===== src/wdls_pkg.sv =====
`timescale 1ns / 1ps
// ----------------------------------------------------------------------------
// wdls_pkg
// Shared types and codes for the weave delta line selector.
// ----------------------------------------------------------------------------
package wdls_pkg;

    // default table size and register reset
    localparam int unsigned TABLE_DEPTH_DEF = 1024;
    localparam logic [9:0]  LAST_SEQ_RESET  = 10'd1023;

    // request commands
    localparam logic [1:0] CMD_START_INS = 2'd0;
    localparam logic [1:0] CMD_START_DEL = 2'd1;
    localparam logic [1:0] CMD_END       = 2'd2;
    localparam logic [1:0] CMD_MARK      = 2'd3;

    // result status codes
    localparam logic [2:0] ST_OK        = 3'd0;
    localparam logic [2:0] ST_BAD_SEQ   = 3'd1;
    localparam logic [2:0] ST_INS_OPEN  = 3'd2;
    localparam logic [2:0] ST_DEL_OPEN  = 3'd3;
    localparam logic [2:0] ST_UNMATCHED = 3'd4;

    // block kinds
    localparam logic KIND_INSERT = 1'b0;
    localparam logic KIND_DELETE = 1'b1;

    // dispositions
    localparam logic [1:0] DISP_NONE     = 2'd0;
    localparam logic [1:0] DISP_INCLUDED = 2'd1;

    typedef struct packed {
        logic [1:0] command;
        logic [9:0] seq_number;
        logic [1:0] disposition;
    } request_t;

    typedef struct packed {
        logic [2:0] status;
        logic       keep_lines;
        logic [9:0] active_insert_seq;
    } result_t;

    // one table entry
    typedef struct packed {
        logic       open;
        logic       kind;
        logic [1:0] disp;
    } entry_t;

    // outcome of a table scan
    typedef struct packed {
        logic       keep;
        logic       upd_insert;
        logic [9:0] insert_seq;
    } verdict_t;

endpackage


===== src/wdls_scan.sv =====
`timescale 1ns / 1ps
// ----------------------------------------------------------------------------
// wdls_scan
// Tracks the highest open included delete, included insert and other insert
// over a stream of table entries read in ascending order, and forms the verdict.
// ----------------------------------------------------------------------------
module wdls_scan #(
    parameter int unsigned IDX_W = 10
) (
    input  logic                 aclk,
    input  logic                 start,
    input  logic                 smp_vld,
    input  logic [IDX_W-1:0]     smp_idx,
    input  wdls_pkg::entry_t     smp_entry,
    output wdls_pkg::verdict_t   verdict
);

    logic [IDX_W-1:0] hi_inc_ins_reg;
    logic [IDX_W-1:0] hi_inc_del_reg;
    logic [IDX_W-1:0] hi_oth_ins_reg;
    logic             inc;

    assign inc = (smp_entry.disp == wdls_pkg::DISP_INCLUDED);

    // ascending order: a later hit is always the highest so far
    always_ff @(posedge aclk) begin
        if (start) begin
            hi_inc_ins_reg <= '0;
            hi_inc_del_reg <= '0;
            hi_oth_ins_reg <= '0;
        end else if (smp_vld && smp_entry.open) begin
            if (smp_entry.kind == wdls_pkg::KIND_INSERT) begin
                if (inc) begin
                    hi_inc_ins_reg <= smp_idx;
                end else begin
                    hi_oth_ins_reg <= smp_idx;
                end
            end else if (inc) begin
                hi_inc_del_reg <= smp_idx;
            end
        end
    end

    // keep if top included insert is above top included delete and other insert
    always_comb begin
        verdict.keep       = 1'b0;
        verdict.upd_insert = 1'b0;
        verdict.insert_seq = 10'(hi_inc_ins_reg);
        if (hi_inc_del_reg > hi_inc_ins_reg) begin
            verdict.keep = 1'b0;
        end else if (hi_inc_ins_reg > hi_oth_ins_reg) begin
            verdict.keep       = 1'b1;
            verdict.upd_insert = 1'b1;
        end
    end

endmodule


===== config.mk =====
export PLATFORM = sky130hd
export DESIGN_NAME = wdls_scan
export DESIGN_NICKNAME = d
export VERILOG_FILES = /design/src/wdls_pkg.sv /design/src/wdls_scan.sv
export SDC_FILE = /design/constraint.sdc
export NUM_CORES = 1
export LEC_CHECK = 0
export BUFFER_PORTS_ARGS = -buffer_cell sky130_fd_sc_hd__buf_2
export CORE_ASPECT_RATIO = 2
export CORE_MARGIN = 5
export CORE_UTILIZATION = 59
export CTS_CLUSTER_DIAMETER = 50
export DETAILED_ROUTE_END_ITERATION = 16
export GPL_TIMING_DRIVEN = 0
export HOLD_SLACK_MARGIN = 0.03
export PLACE_DENSITY = 0.89
export SYNTH_ARGS = -nofsm -noshare
export SYNTH_HDL_FRONTEND = slang
export SYNTH_SLANG_ARGS = --single-unit
export TNS_END_PERCENT = 20

===== constraint.sdc =====
create_clock -name aclk -period 5.61 [get_ports aclk]
set_clock_uncertainty 0.05 [all_clocks]
set_input_delay 0.8415 -clock aclk [delete_from_list [all_inputs] [get_ports aclk]]
set_output_delay 0.8415 -clock aclk [all_outputs]
set_load 0.02 [all_outputs]

## Word level (Yosys, flattened, before mapping)

Index checks and enable logic that the tools add are counted.

| storage, ports and cells | value |
|---|---|
| register bits after elaboration | 30 |
| logic and storage cells | 15 |
| input bits | 17 |
| output and inout port bits | 12 |

| operators by class | value |
|---|---|
| $lt $le $gt $ge | 2 |
| eq/ne operators | 1 |
| reductions and logical operators | 4 |
| muxes and demuxes | 3 |
| bitwise gates (word level) | 2 |

Operators by type and width:

| cell | number |
|---|---|
| $gt A10 B10 Y1 | 2 |
| $reduce_and A3 Y1 | 3 |
| $eq A2 B1 Y1 const B | 1 |
| $mux W1 | 2 |
| $mux W2 | 1 |
| $not A1 Y1 | 2 |
| $logic_and A1 B1 Y1 | 1 |

## Depth between registers and ports, before layout

| depth | value |
|---|---|
| word-level depth | 3 |
| mapped depth | 7 |

## Worst setup path before layout

No wires, ideal clock.

| timing path | value |
|---|---|
| path kind | register to output |
| start point | register hi_inc_ins_reg[9] |
| end point | output verdict[11] in the netlist's numbering |
| required time | 4.719 ns |
| path buffers | 1 |
| cell stages (with the launch flop) | 8 |
| arrival | 2.269 ns |
| slack | 2.449 ns |
| cell sequence | dfxtp_1 -> inv_1 -> ha_1 -> a21o_1 -> a311o_1 -> a221o_1 -> a211oi_2 -> buf_4 |

RTL lines:

| what | line | source |
|---|---|---|
| from (decl) | wdls_scan.sv:18 | `logic [IDX_W-1:0] hi_inc_ins_reg;` |
| from (signal assigned) | wdls_scan.sv:34 | `hi_inc_ins_reg <= smp_idx;` |
| to (decl) | wdls_scan.sv:15 | `output wdls_pkg::verdict_t verdict` |

==> results.py <==
metrics = {
    "clocking": {
        "clkTransAtPathRegs_ns": 0.06,
        "clkLatencyLatePin_ns": 0.29,
        "ctsResizeCount": 0,
        "clockBufferDepth": 2,
        "cts_hold_buf": 0,
        "postCtsSetupRepairBufs": 0,
        "cts_tree": "done",
        "htree_levels": 2,
        "clockRootBuffer": "clkbuf_8",
        "cts_made_buffers": 5,
        "clock_sinks": 30,
    },
    "power": {
        "peakVddDrop_mv": 0.2543,
        "power_mw": 0.4569,
        "pwr_density_cell_nw_per_um2": 245.6,
        "p_leak_nw": 0.9032,
    },
    "timing": {
        "finalSetupTns_ns": 0,
        "rsz0062_at_grt": "no",
        "finalCritPeriodShare_pct": 58.87,
        "final_max_slew_viol_count": 0,
        "timing.final.setup_violations": 0,
        "fmax_ghz": 0.3028,
        "finalCriticalPeriod_ns": 3.302,
        "slew_headroom_pct": 58.91,
        "worst_pin_slew_ns": 0.6008,
        "hold_viol": 0,
    },
    "routing": {
        "drc": 0,
        "firstDrtPassIters": 4,
        "wl_um": 3719,
        "viasPerCell": 5.688,
        "antenna_left": 0,
        "drtIter0Drc": 20,
        "vias": 1331,
        "wire_per_inst_um": 15.89,
    },
    "layout": {
        "final_cells": 234,
        "num-nets-final": 242,
        "n_fill_cell": 199,
        "antenna_cells": 0,
        "register_area_sq_um": 600.6,
        "drive_gt1_share_pct": 19.42,
        "multi_input_area_sq_um": 882.1,
        "area_delta_synth_final_pct": 16.35,
    },
    "floorplanning": {
        "coreArea_sq_um": 2570,
        "start_util_pct": 62.22,
        "rows": 26,
        "die-height_um": 83.62,
        "io_pins": 29,
        "die_area_sq_um": 3914,
        "die_w_um": 46.81,
    },
    "grt": {
        "grt.overflow.total": 0,
        "grt_use_met2_pct": 36.06,
        "met3_usage_pct": 4.536,
        "grt_pass1_wl_um": 6051,
        "grt.met1_usage_pct": 22.19,
        "grt_max_degree": 11,
        "grtUsageTotal_pct": 21.21,
        "antenna_found_initial": 0,
        "grt_pass1_vias": 1369,
        "busiest_layer": "met2",
    },
    "critical_path": {
        "start_kind": "flip-flop",
        "crit_slowest_cell": "dfxtp_1",
        "crit_fanout": 4,
        "slowest_delay_ns": 0.38,
        "path_cells": "inv_1, ha_1, a21o_1, a311o_1, a221o_1, a211oi_2, buf_4, buf_2",
        "arrival_ns": 2.41,
        "cp_data_required_time_ns": 4.72,
        "setup.worst_path.end_class": "primary output",
        "path_class": "reg2out",
    },
    "logic_synthesis": {
        "synth_area_leaders": "dfxtp_1 38%, mux2i_1 19%, ha_1 16%",
        "postSynthAreaPerCell_sq_um": 9.351,
        "synth_cells": 171,
        "synth_fp_nets": 208,
        "synth_edf_count": 0,
        "synth-async-reset-ratio_pct": 0,
        "yosysTopAreaCell": "dfxtp_1",
        "yosys_most_used_dff": "dfxtp_1",
        "synth_top_area_share_pct": 37.56,
        "ys_seq_area_share_pct": 37.56,
        "syn-cell-area_sq_um": 1599,
        "yosys-top-cells-count": "31 x nor2_1, 30 x dfxtp_1, 30 x mux2i_1",
        "synth.most_common_cell": "nor2_1",
        "ys_warn_count": 0,
        "ys_seq_elements": 30,
        "yosys.cell_types.count": 27,
    },
    "place": {
        "hpwl_um": 2772,
        "io_buffers": 27,
        "dp.cells": 226,
        "gp_congestion": 0.8886,
    },
    "outcome": {
        "outcome": "finished, final reports clean",
    },
    "hold_path": {
        "hp-class": "reg2reg",
    },
    "run": {
        "max_cap_viol_count": 0,
    },
}
## metal layers
layer / up-vias / share of wire, % / routed length (um)
met5: - / 0 / 0
met4: 0 / 2.2 / 82
met3: 6 / 4.4 / 162
met2: 36 / 57 / 2118
met1: 642 / 36 / 1355
li1: 647 / - / -
## kinds of logic after synthesis
kind of cell,synth area share (%)
simple gates,11.50
fa+ha+maj,15.65
mux,18.78
buf+inv,7.277
flops,37.56
compound gates,9.234
## cell type report
cell class,instances,share of cell area [%]
Buffer,7,1.816
Clock buffer,7,4.640
Clock inverter,1,0.2690
Inverter,22,4.438
Multi-Input combinational cell,112,47.41
Sequential cell,30,32.28
Tap cell,28,1.883
Timing Repair Buffer,27,7.263
## worst paths after layout
| check | start | end | slack (ns) | cells after the start |
|---|---|---|---|---|
| hold reg to reg | hi_oth_ins_reg[7] | hi_oth_ins_reg[7] | 0.45 | 2 |
| hold / removal | hi_oth_ins_reg[7] | hi_oth_ins_reg[7] | 0.45 | 2 |
| setup / recovery | hi_inc_ins_reg[9] | verdict[11] | 2.31 | 8 |
| setup reg to reg | hi_inc_ins_reg[4] | hi_inc_ins_reg[4] | 4.86 | 2 |
## worst max-delay path: cells and delay by family (launching register included)
family          cells  cell delay, ns
fa+ha+maj           1            0.34
compound gates      4            1.05
buf+inv             3            0.35
flops               1            0.38
## power by group
part / total, mW / internal, mW / leakage, nW / switching, mW
combinational: 0.0607 / 0.0263 / 0.612 / 0.0344
sequential: 0.220 / 0.217 / 0.243 / 0.00282
clock: 0.176 / 0.0986 / 0.0482 / 0.0776
## placed cells by master, fill, tap and decap left out, drive strengths merged
master    n
clkbuf   10
nor3b     1
a21o      7
mux2i    30
nor2     31
nand2     3
a21oi     2
clkinv    1
ha       20
nor3      1
a221o     1
o211ai    1
a211oi    2
a311o     1
a32oi     1
dfxtp    30
nor2b     1
o31ai     1
nand4     5
a31oi     1
a2111oi   1
o21ai     1
nand2b    1
buf      31
inv      22
## stage by stage
step / hold WS, ns / area, sq um / util (%) / worst slack [ns]
2_1_floorplan: 0.4104 / 1599 / - / 2.449
3_3_place_gp: 0.4250 / 1769 / 68.84 / 2.661
3_5_place_dp: 0.4427 / 1769 / 68.84 / 2.627
4_1_cts: 0.4558 / 1861 / 72.40 / 2.305
5_1_grt: 0.4787 / 1861 / 72.40 / 2.197
6_report: 0.4451 / 1861 / 72.40 / 2.308
Note: power is estimated with default switching activity, not from simulation.
